===== config.mk =====
export PLATFORM = sky130hd
export DESIGN_NAME = path_normalizer_dot_reject_top
export DESIGN_NICKNAME = d
export VERILOG_FILES = /design/src/rtl/core/pnd_pkg.sv /design/src/rtl/core/pnd_front.sv /design/src/rtl/core/pnd_cmd_fifo.sv /design/src/rtl/core/pnd_back.sv /design/src/rtl/core/path_normalizer_dot_reject_top.sv
export SDC_FILE = /design/constraint.sdc
export NUM_CORES = 1
export LEC_CHECK = 0
export BUFFER_PORTS_ARGS = -buffer_cell sky130_fd_sc_hd__buf_2
export CELL_PAD_IN_SITES_DETAIL_PLACEMENT = 0
export CELL_PAD_IN_SITES_GLOBAL_PLACEMENT = 1
export CORE_MARGIN = 2
export CORE_UTILIZATION = 40
export CTS_CLUSTER_SIZE = 20
export DETAILED_ROUTE_END_ITERATION = 12
export PLACE_DENSITY = 0.6
export SYNTH_ARGS = -nofsm -noshare
export SYNTH_HDL_FRONTEND = slang
export SYNTH_SLANG_ARGS = --single-unit

===== constraint.sdc =====
create_clock -name i_clk -period 3.4 [get_ports i_clk]
set_input_delay 0 -clock i_clk [delete_from_list [all_inputs] [get_ports i_clk]]
set_output_delay 0 -clock i_clk [all_outputs]
set_load 0.005 [all_outputs]

===== src/rtl/core/pnd_pkg.sv =====
// Shared types and constants for the path normalizer.
package pnd_pkg;

    localparam logic [7:0] CH_SLASH = 8'h2F;
    localparam logic [7:0] CH_DOT   = 8'h2E;

    localparam logic [1:0] PH_IDLE    = 2'd0;
    localparam logic [1:0] PH_ONE_DOT = 2'd1;
    localparam logic [1:0] PH_TWO_DOT = 2'd2;
    localparam logic [1:0] PH_NAME    = 2'd3;

    typedef struct packed {
        logic [7:0] in_byte;
        logic       in_last;
    } t_in;

    typedef struct packed {
        logic [7:0] out_byte;
        logic       byte_valid;
        logic       path_done;
        logic       path_bad;
        logic       run_last;
    } t_out;

    // Work list for one input byte, expanded in this order by the back end.
    typedef struct packed {
        logic       lead;
        logic       sep;
        logic [1:0] ndots;
        logic       emit_c;
        logic [7:0] c;
        logic       term;
        logic       term_bad;
    } t_cmd;

    typedef struct packed {
        logic valid;
        t_cmd cmd;
    } t_cmd_req;

endpackage


===== src/rtl/core/pnd_front.sv =====
// Front end: tracks path state per byte and builds the work list for the back end.
module pnd_front (
    input  logic              i_clk,
    input  logic              i_rst_n,
    input  logic              i_fire,
    input  pnd_pkg::t_in      i_req,
    output pnd_pkg::t_cmd_req o_cmd
);

    logic       r_started, n_started;
    logic [1:0] r_phase, n_phase;
    logic       r_emitted, n_emitted;
    logic       r_dropping, n_dropping;

    pnd_pkg::t_cmd cmd;
    logic          bad;
    logic          last;
    logic [7:0]    c;

    always_comb begin
        c          = i_req.in_byte;
        last       = i_req.in_last;
        n_started  = r_started;
        n_phase    = r_phase;
        n_emitted  = r_emitted;
        n_dropping = r_dropping;
        bad        = 1'b0;
        cmd        = '0;
        cmd.c      = c;
        if (r_dropping) begin
            if (last) begin
                n_started  = 1'b0;
                n_phase    = pnd_pkg::PH_IDLE;
                n_emitted  = 1'b0;
                n_dropping = 1'b0;
            end
        end else begin
            cmd.lead  = !r_started;
            n_started = 1'b1;
            if (c == pnd_pkg::CH_SLASH) begin
                if (r_phase == pnd_pkg::PH_ONE_DOT || r_phase == pnd_pkg::PH_TWO_DOT) begin
                    bad = 1'b1;
                end else begin
                    n_phase = pnd_pkg::PH_IDLE;
                end
            end else if (r_phase == pnd_pkg::PH_NAME) begin
                cmd.emit_c = 1'b1;
            end else if (c == pnd_pkg::CH_DOT && r_phase != pnd_pkg::PH_TWO_DOT) begin
                n_phase = r_phase + 2'd1;
            end else begin
                cmd.sep    = r_emitted;
                cmd.ndots  = r_phase;
                cmd.emit_c = 1'b1;
                n_emitted  = 1'b1;
                n_phase    = pnd_pkg::PH_NAME;
            end
            if (last && (n_phase == pnd_pkg::PH_ONE_DOT || n_phase == pnd_pkg::PH_TWO_DOT)) begin
                bad = 1'b1;
            end
            cmd.term     = bad || last;
            cmd.term_bad = bad;
            if (last) begin
                n_started  = 1'b0;
                n_phase    = pnd_pkg::PH_IDLE;
                n_emitted  = 1'b0;
                n_dropping = 1'b0;
            end else if (bad) begin
                n_dropping = 1'b1;
            end
        end
    end

    always_comb begin
        o_cmd.cmd   = cmd;
        o_cmd.valid = i_fire && (cmd.lead || cmd.sep || (cmd.ndots != 2'd0)
                                 || cmd.emit_c || cmd.term);
    end

    always_ff @(posedge i_clk) begin
        if (!i_rst_n) begin
            r_started  <= 1'b0;
            r_phase    <= pnd_pkg::PH_IDLE;
            r_emitted  <= 1'b0;
            r_dropping <= 1'b0;
        end else if (i_fire) begin
            r_started  <= n_started;
            r_phase    <= n_phase;
            r_emitted  <= n_emitted;
            r_dropping <= n_dropping;
        end
    end

endmodule


===== src/rtl/core/pnd_cmd_fifo.sv =====
// Short register queue of work lists between front and back ends.
module pnd_cmd_fifo #(
    parameter int DEPTH = 4
) (
    input  logic              i_clk,
    input  logic              i_rst_n,
    input  pnd_pkg::t_cmd_req i_push,
    input  logic              i_pop,
    output pnd_pkg::t_cmd_req o_head,
    output logic              o_full
);

    localparam int AW = (DEPTH > 1) ? $clog2(DEPTH) : 1;
    localparam int CW = $clog2(DEPTH + 1);

    pnd_pkg::t_cmd   r_mem [DEPTH];
    logic [AW-1:0]   r_wptr, n_wptr;
    logic [AW-1:0]   r_rptr, n_rptr;
    logic [CW-1:0]   r_count, n_count;
    logic            do_push, do_pop;

    assign o_full       = (r_count == CW'(DEPTH));
    assign o_head.valid = (r_count != '0);
    assign o_head.cmd   = r_mem[r_rptr];
    assign do_push      = i_push.valid && !o_full;
    assign do_pop       = i_pop && o_head.valid;

    always_comb begin
        n_wptr  = r_wptr;
        n_rptr  = r_rptr;
        n_count = r_count;
        if (do_push) begin
            n_wptr = (r_wptr == AW'(DEPTH - 1)) ? '0 : r_wptr + 1'b1;
        end
        if (do_pop) begin
            n_rptr = (r_rptr == AW'(DEPTH - 1)) ? '0 : r_rptr + 1'b1;
        end
        if (do_push && !do_pop) begin
            n_count = r_count + 1'b1;
        end else if (do_pop && !do_push) begin
            n_count = r_count - 1'b1;
        end
    end

    always_ff @(posedge i_clk) begin
        if (do_push) begin
            r_mem[r_wptr] <= i_push.cmd;
        end
    end

    always_ff @(posedge i_clk) begin
        if (!i_rst_n) begin
            r_wptr  <= '0;
            r_rptr  <= '0;
            r_count <= '0;
        end else begin
            r_wptr  <= n_wptr;
            r_rptr  <= n_rptr;
            r_count <= n_count;
        end
    end

endmodule


===== src/rtl/core/pnd_back.sv =====
// Back end: expands each work list into result requests, one per cycle while the output is not stalled.
module pnd_back (
    input  logic              i_clk,
    input  logic              i_rst_n,
    input  pnd_pkg::t_cmd_req i_head,
    output logic              o_pop,
    output logic              o_valid,
    input  logic              i_stall,
    output pnd_pkg::t_out     o_req
);

    logic          r_busy, n_busy;
    pnd_pkg::t_cmd r_cmd, n_cmd;
    logic          r_out_valid;
    pnd_pkg::t_out r_out;

    pnd_pkg::t_cmd cur, rem;
    pnd_pkg::t_out item;
    logic          have, load, rem_empty;

    assign cur  = r_busy ? r_cmd : i_head.cmd;
    assign have = r_busy || i_head.valid;
    assign load = have && (!r_out_valid || !i_stall);

    always_comb begin
        rem  = cur;
        item = '0;
        if (cur.lead) begin
            item.out_byte   = pnd_pkg::CH_SLASH;
            item.byte_valid = 1'b1;
            rem.lead        = 1'b0;
        end else if (cur.sep) begin
            item.out_byte   = pnd_pkg::CH_SLASH;
            item.byte_valid = 1'b1;
            rem.sep         = 1'b0;
        end else if (cur.ndots != 2'd0) begin
            item.out_byte   = pnd_pkg::CH_DOT;
            item.byte_valid = 1'b1;
            rem.ndots       = cur.ndots - 2'd1;
        end else if (cur.emit_c) begin
            item.out_byte   = cur.c;
            item.byte_valid = 1'b1;
            rem.emit_c      = 1'b0;
        end else begin
            item.path_done = 1'b1;
            item.path_bad  = cur.term_bad;
            rem.term       = 1'b0;
        end
        rem_empty     = !(rem.lead || rem.sep || (rem.ndots != 2'd0) || rem.emit_c
                          || rem.term);
        item.run_last = rem_empty;
    end

    always_comb begin
        n_busy = r_busy;
        n_cmd  = r_cmd;
        o_pop  = 1'b0;
        if (load) begin
            o_pop  = !r_busy;
            n_busy = !rem_empty;
            n_cmd  = rem;
        end
    end

    assign o_valid = r_out_valid;
    assign o_req   = r_out;

    always_ff @(posedge i_clk) begin
        r_cmd <= n_cmd;
        if (load) begin
            r_out <= item;
        end
    end

    always_ff @(posedge i_clk) begin
        if (!i_rst_n) begin
            r_busy      <= 1'b0;
            r_out_valid <= 1'b0;
        end else begin
            r_busy <= n_busy;
            if (load) begin
                r_out_valid <= 1'b1;
            end else if (!i_stall) begin
                r_out_valid <= 1'b0;
            end
        end
    end

endmodule


===== src/rtl/core/path_normalizer_dot_reject_top.sv =====
// Path normalizer top level: front end, work-list queue and back end.
//
// Input channel: one path byte per request (i_in_req.in_byte, in_last marks
// the final byte of a path), accepted when i_in_valid is high and o_in_stall
// is low. Output channel: result requests on o_out_req, taken when
// o_out_valid is high and i_out_stall is low. Each input byte yields zero to
// five results; run_last flags the last result of a byte, path_done ends a
// path (path_bad set on the error item, after which the path is dropped).
// With the queue and back end idle, the first result of a byte is written
// into the queue and then registered on the output. Throughput: one input
// byte per cycle while the queue has room; the back end delivers one result
// per cycle while the receiver does not stall. The queue of QUEUE_DEPTH work
// lists absorbs bursts of bytes that yield several results; o_in_stall rises
// only when it is full.
// Reset clears path state, the queue and the output register.
// When the receiver stalls, the output request holds and the queue fills.
module path_normalizer_dot_reject_top #(
    parameter int QUEUE_DEPTH = 4
) (
    input  logic          i_clk,
    input  logic          i_rst_n,
    input  logic          i_in_valid,
    output logic          o_in_stall,
    input  pnd_pkg::t_in  i_in_req,
    output logic          o_out_valid,
    input  logic          i_out_stall,
    output pnd_pkg::t_out o_out_req
);

    pnd_pkg::t_cmd_req push;
    pnd_pkg::t_cmd_req head;
    logic              pop;
    logic              full;
    logic              fire;

    assign o_in_stall = full;
    assign fire       = i_in_valid && !full;

    pnd_front u_front (
        .i_clk   (i_clk),
        .i_rst_n (i_rst_n),
        .i_fire  (fire),
        .i_req   (i_in_req),
        .o_cmd   (push)
    );

    pnd_cmd_fifo #(
        .DEPTH (QUEUE_DEPTH)
    ) u_fifo (
        .i_clk   (i_clk),
        .i_rst_n (i_rst_n),
        .i_push  (push),
        .i_pop   (pop),
        .o_head  (head),
        .o_full  (full)
    );

    pnd_back u_back (
        .i_clk   (i_clk),
        .i_rst_n (i_rst_n),
        .i_head  (head),
        .o_pop   (pop),
        .o_valid (o_out_valid),
        .i_stall (i_out_stall),
        .o_req   (o_out_req)
    );

endmodule

# [Word-level counts from Yosys, hierarchy flattened]
# Memory sizes are Yosys's and may differ from the RTL's. A register that Yosys moved wholly into a read port is not among the register bits.
# Index checks and enable logic that the tools add are counted.
# Widths: inputs -> output; s select.
[classes] mux=52 n_reduce_logical=40 n_eq_ne=16 n_addsub=6 n_bitwise=1
[ops] op="$mux 2" n=16
[ops] op="$mux 1" n=26
[ops] op="$eq 8x6->1 const B" n=2
[ops] op="$mux 15" n=1
[ops] op="$logic_or 1x1->1" n=12
[ops] op="$mux 3" n=4
[ops] op="$mux 4" n=3
[ops] op="$eq 2x2->1 const B" n=5
[ops] op="$ne 2x2->1 const B" n=5
[ops] op="$logic_and 1x1->1" n=9
[ops] op="$logic_not 1->1" n=8
[ops] op="$reduce_bool 2->1" n=4
[ops] op="$reduce_or 4->1" n=2
[ops] op="$mux 7" n=1
[ops] op="$add 2x1->2 const B" n=3
[ops] op="$mux 5" n=1
[ops] op="$reduce_and 5->1" n=1
[ops] op="$eq 2x1->1 const B" n=2
[ops] op="$add 3x1->3 const B" n=1
[ops] op="$eq 3x3->1 const B" n=1
[ops] op="$reduce_bool 3->1" n=1
[ops] op="$reduce_or 3->1" n=1
[ops] op="$sub 3x1->3 const B" n=1
[ops] op="$ne 2x1->1 const B" n=1
[ops] op="4 further kinds" n=4
[word_totals] in_bits=13 memories=1 ramBits=60 word_cells=138 regBits=40
[memory_table] name="u_fifo.r_mem" depth=4 word_bits=15 rd=1 rd_clocked_by_memory_dff=1 wr=1 line="pnd_cmd_fifo.sv:16" source="pnd_pkg::t_cmd r_mem [DEPTH];"

# [Logic depth before layout (Yosys ltp)]
[depth] word_depth=20 depth_mapped=12 ltp_nobuf=12

# [By module]
# Synthesis repeated with hierarchy kept, for this count alone.
[hier_totals] hier_cells=283 hier_area_um2=4506.8
[by_module_without_submodules] mod="pnd_cmd_fifo" seq_area_each_um2=1981.9 n_inst=1 cells_per_inst=129 area_per_inst_um2=2666.3
[by_module_without_submodules] mod="pnd_back" seq_area_each_um2=820.8 n_inst=1 cells_per_inst=84 area_per_inst_um2=1287.5
[by_module_without_submodules] mod="pnd_front" seq_area_each_um2=100.1 n_inst=1 cells_per_inst=69 area_per_inst_um2=539.3
[by_module_without_submodules] mod="path_normalizer_dot_reject_top" seq_area_each_um2=0.0 n_inst=1 cells_per_inst=1 area_per_inst_um2=13.8

# [Worst setup path after synthesis]
# Ideal clock, no wire load.
[synth_path] kind="register -> register" from="register u_front.r_phase[0]" to="register u_fifo.r_count[2]" setup_time_ns=0.076 arrival_ns=2.697 period_less_slack_ns=2.772 setup_slack_ns=0.628 required_time_ns=3.324 stages_incl_launch_ff=12 cell_sequence="dfxtp_1 inv_1 ha_1 a21oi_1 and4bb_2 nor3_2 ha_1 inv_1 fa_1 xor2_1 or3_1 a21boi_0"
[synth_between] elab_chain_cells=19 elab_cells_between_ends=39 classes_between="1 x add/sub; 6 x eq/ne; 16 x mux; 16 x reduce/logical"
[synth_lines] element="start: declaration" line="pnd_front.sv:11" source="logic [1:0] r_phase, n_phase;"
[synth_lines] element="start signal: assignment" line="pnd_front.sv:82" source="r_phase <= pnd_pkg::PH_IDLE;"
[synth_lines] element="start signal: assignment" line="pnd_front.sv:87" source="r_phase <= n_phase;"
[synth_lines] element="branches (longest 13 deep; another with $add 2x1->2)"
[synth_lines] element="$logic_or 1x1->1 *" line="pnd_front.sv:76" source="|| cmd.emit_c || cmd.term);"
[synth_lines] element="$logic_and 1x1->1 *" line="pnd_front.sv:75" source="o_cmd.valid = i_fire && (cmd.lead || cmd.sep || (cmd.ndots != 2'd0)"
[synth_lines] element="$logic_and 1x1->1 *" line="pnd_cmd_fifo.sv:25" source="assign do_push = i_push.valid && !o_full;"
[synth_lines] element="net u_fifo.do_push" line="pnd_cmd_fifo.sv:20" source="logic do_push, do_pop;"
[synth_lines] element="$logic_not 1->1" line="pnd_cmd_fifo.sv:40" source="end else if (do_pop && !do_push) begin"
[synth_lines] element="$logic_and 1x1->1" line="pnd_cmd_fifo.sv:40"
[synth_lines] element="$reduce_bool 2->1 (no source line)"
[synth_lines] element="end signal: assignment" line="pnd_cmd_fifo.sv:59" source="r_count <= n_count;"
[synth_lines] element="end: declaration" line="pnd_cmd_fifo.sv:19" source="logic [CW-1:0] r_count, n_count;"
# Mark *: on every way through the listed nets, which the timed path passes. The select of a mux whose other input is x is not followed.
# A chain may end at the register's enable or synchronous reset.

# [Worst setup path in the final report]
# Ends and elaborated chain as after synthesis.

==> results.cfg <==
[sta]
finalHoldViolations = 0
grt_setup_unrepaired = false
period_minus_slack_ns = 2.83
setup_viol = 0
slew_viol_final = 0
fmax_mhz = 354
finClkSkew_ns = 0.0194
setup_ws_ns = 0.575
fin_crit_sh = 0.831
worst_slew_pin_slew_ns = 0.653
setup_tns_ns = 0
max-slew-margin-rel = 0.564

[place]
io_buffers = 26
place_inst = 450
gp_congestion = 0.725
place_hpwl_mm = 5.30
post-place-ws_ns = 0.577

[routing]
drtIter0Drc = 97
wirelength_mm = 7.76
routed_via_density = 5.07
vias = 2415
dr.pass1.iters = 4
wl_per_cell_um = 16.3
drc_errors = 0
drtAntennaViolNets = 0

[yosys]
yosys-top-cells-count = 86 x edfxtp_1, 16 x dfxtp_1, 15 x inv_1, 13 x nor2_1
async_flop_share = 0
synth.net_count = 308
avgSynthCellArea_um2 = 15.4
yosysMostFrequentCell = edfxtp_1
ys_warn_count = 0
yosysSeqAreaShare = 0.662
synth_area_leaders = edfxtp_1 59%, dfxtp_1 7.3%, mux4_2 5.7%, ha_1 2.9%, mux2i_1 2.7%
synthCells = 284
synth_cell_types = 56
synth_top_area_share = 0.589
netlist_area_mm2 = 0.00438
yosys.area.top_type = edfxtp_1
ys_ff_latch = 102
synth_ff_type = edfxtp_1
synth_edf_count = 86

[finish]
fin_nets = 355
antenna_cells = 0
area_delta_synth_final_pct = 14.7
stdcell_count = 476
drive_gt1_frac = 0.229

[die]
die_x_um = 109
rows = 38
die-area_mm2 = 0.0118
start_util = 0.408
coreArea_mm2 = 0.0107
die_y_um = 109
io_pins = 27

[critical_path]
end_kind = flop
required_ns = 3.69
cp.arrival_ns = 3.11
path_max_fanout = 7
criticalPathCategory = flop to flop
start_kind = flop
reg2regPathDepth = 11

[clock_network]
cts_buffers = 9
post_cts.repair.setup_buffers = 0
cts_tree = yes
clk_latency_ns = 0.37
hold_buffers = 10
cts.htree.levels = 3
cts_resized = 0
root_buffer = clkbuf_8
clockBufferDepth = 2
clock-sinks = 102
clk_pin_slew_ns = 0.10

[global_routing]
grt_max_degree = 27
grt_pass1_vias = 2348
grt_overflow = 0
grtUsageTotal = 0.143
grt_pass1_wl_mm = 12.6
antenna_found_initial = 0

[job]
cap_violations = 0

[min_path]
hp-class = input port to flop
hold_depth = 4

[pwr]
power.density_mw_per_mm2 = 783
power_leakage_nw = 1.78
peakVddDrop_uv = 287

[status]
status = finished clean
==> registers in the layout (all words and copies together), names as in the netlist, named ones only <==
register and count:
u_fifo.r_mem 60, u_back.r_cmd 14, u_back.o_req 12, u_fifo.r_count 3
u_fifo.r_rptr 2, u_fifo.r_wptr 2, u_front.r_phase 2, u_back.o_valid 1
u_back.r_busy 1, u_front.r_dropping 1, u_front.r_emitted 1, u_front.r_started 1
==> through the flow <==
stage / hold slack [ns] / cell area [µm²] / power [mW] / util
floorplan: 0.0989 / 4380 / 2.79 / -
CTS: 0.0276 / 5030 / 3.99 / 0.468
global route: 0.0500 / 5030 / 4.20 / 0.468
detailed placement: 0.230 / 4710 / 3.18 / 0.439
finish: 0.0498 / 5030 / 3.94 / 0.468
global placement: 0.228 / 4710 / 3.15 / 0.439
==> power by group <==
part	leakage, nW	total, mW	internal, mW	switching, mW
sequential	0.928	1.89	1.74	0.151
clock	0.107	0.805	0.358	0.447
combinational	0.743	1.25	0.579	0.667
total	1.78	3.94	2.67	1.26
==> kinds of logic after synthesis <==
family                   count (synthesis)  synth area share
AO/OA/AOI/OAI                           38            0.0642
XOR/XNOR                                 3           0.00600
adder cells (fa/ha/maj)                 11            0.0331
buffers and inverters                   26            0.0263
flip-flops                             102             0.662
multiplexers                            31             0.111
AND/OR/NAND/NOR                         73            0.0974
==> worst max-delay path, cell delays in order, from the launching register on <==
cell and delay, ns:
dfxtp_1 0.44, inv_1 0.09, ha_1 0.36, a21oi_1 0.17, and4bb_2 0.26, nor3_2 0.14
ha_1 0.21, inv_1 0.06, fa_1 0.38, xor2_1 0.18, or3_1 0.30, a21boi_0 0.18
==> area by class of cell <==
type	count	area (µm²)
inverters	15	56.3
clock buffers	9	124
multi-input cells	156	1370
repair buffers	47	313
fillers	987	5720
flip-flops and latches	102	2900
well taps	140	175
clock inverters	7	87.6
==> placed cells by master (no fill, tap or decap), types with 2 or more instances in the layout <==
| master | netlist | routed |
|---|---|---|
| o211ai_1 | 2 | 2 |
| o21a_1 | 2 | 2 |
| inv_1 | 15 | 15 |
| a22oi_1 | 3 | 3 |
| nand2b_1 | 5 | 5 |
| a21oi_1 | 4 | 3 |
| buf_4 | 0 | 11 |
| nor2_1 | 13 | 13 |
| dfxtp_1 | 16 | 16 |
| a21o_1 | 2 | 2 |
| nor4b_1 | 2 | 2 |
| dlygate4sd3_1 | 0 | 10 |
| a31o_2 | 2 | 2 |
| clkbuf_8 | 0 | 9 |
| mux2i_1 | 12 | 12 |
| ha_1 | 10 | 10 |
| nor3b_1 | 4 | 4 |
| nor2b_1 | 11 | 11 |
| xnor2_1 | 2 | 2 |
| a21boi_0 | 2 | 2 |
| edfxtp_1 | 86 | 86 |
| and3_1 | 2 | 2 |
| mux4_2 | 11 | 11 |
| nand2_1 | 9 | 9 |
| inv_6 | 0 | 3 |
| o21ai_0 | 7 | 7 |
| a311oi_1 | 2 | 2 |
| nor3_1 | 3 | 3 |
| and2_1 | 12 | 12 |
| buf_2 | 7 | 26 |
| mux2_2 | 6 | 6 |
| nor4_1 | 3 | 3 |
==> metal layers <==
layer | up-vias | track usage | wire length (µm)
li1 | 1182 | - | -
met1 | 1184 | 0.209 | 3830
met2 | 38 | 0.212 | 3560
met3 | 11 | 0.0275 | 249
met4 | 0 | 0.0559 | 114
met5 | - | 0 | 0
==> final timing paths <==
check / slack, ns / to / start
max: 0.57 / u_fifo.r_count[2] / u_front.r_phase[0]
min: 0.05 / u_front.r_dropping / i_in_req[0]
min reg2reg: 0.55 / u_fifo.r_rptr[1] / u_fifo.r_rptr[1]
max reg2reg: 0.57 / u_fifo.r_count[2] / u_front.r_phase[0]
(Power assumes the default switching activity.)
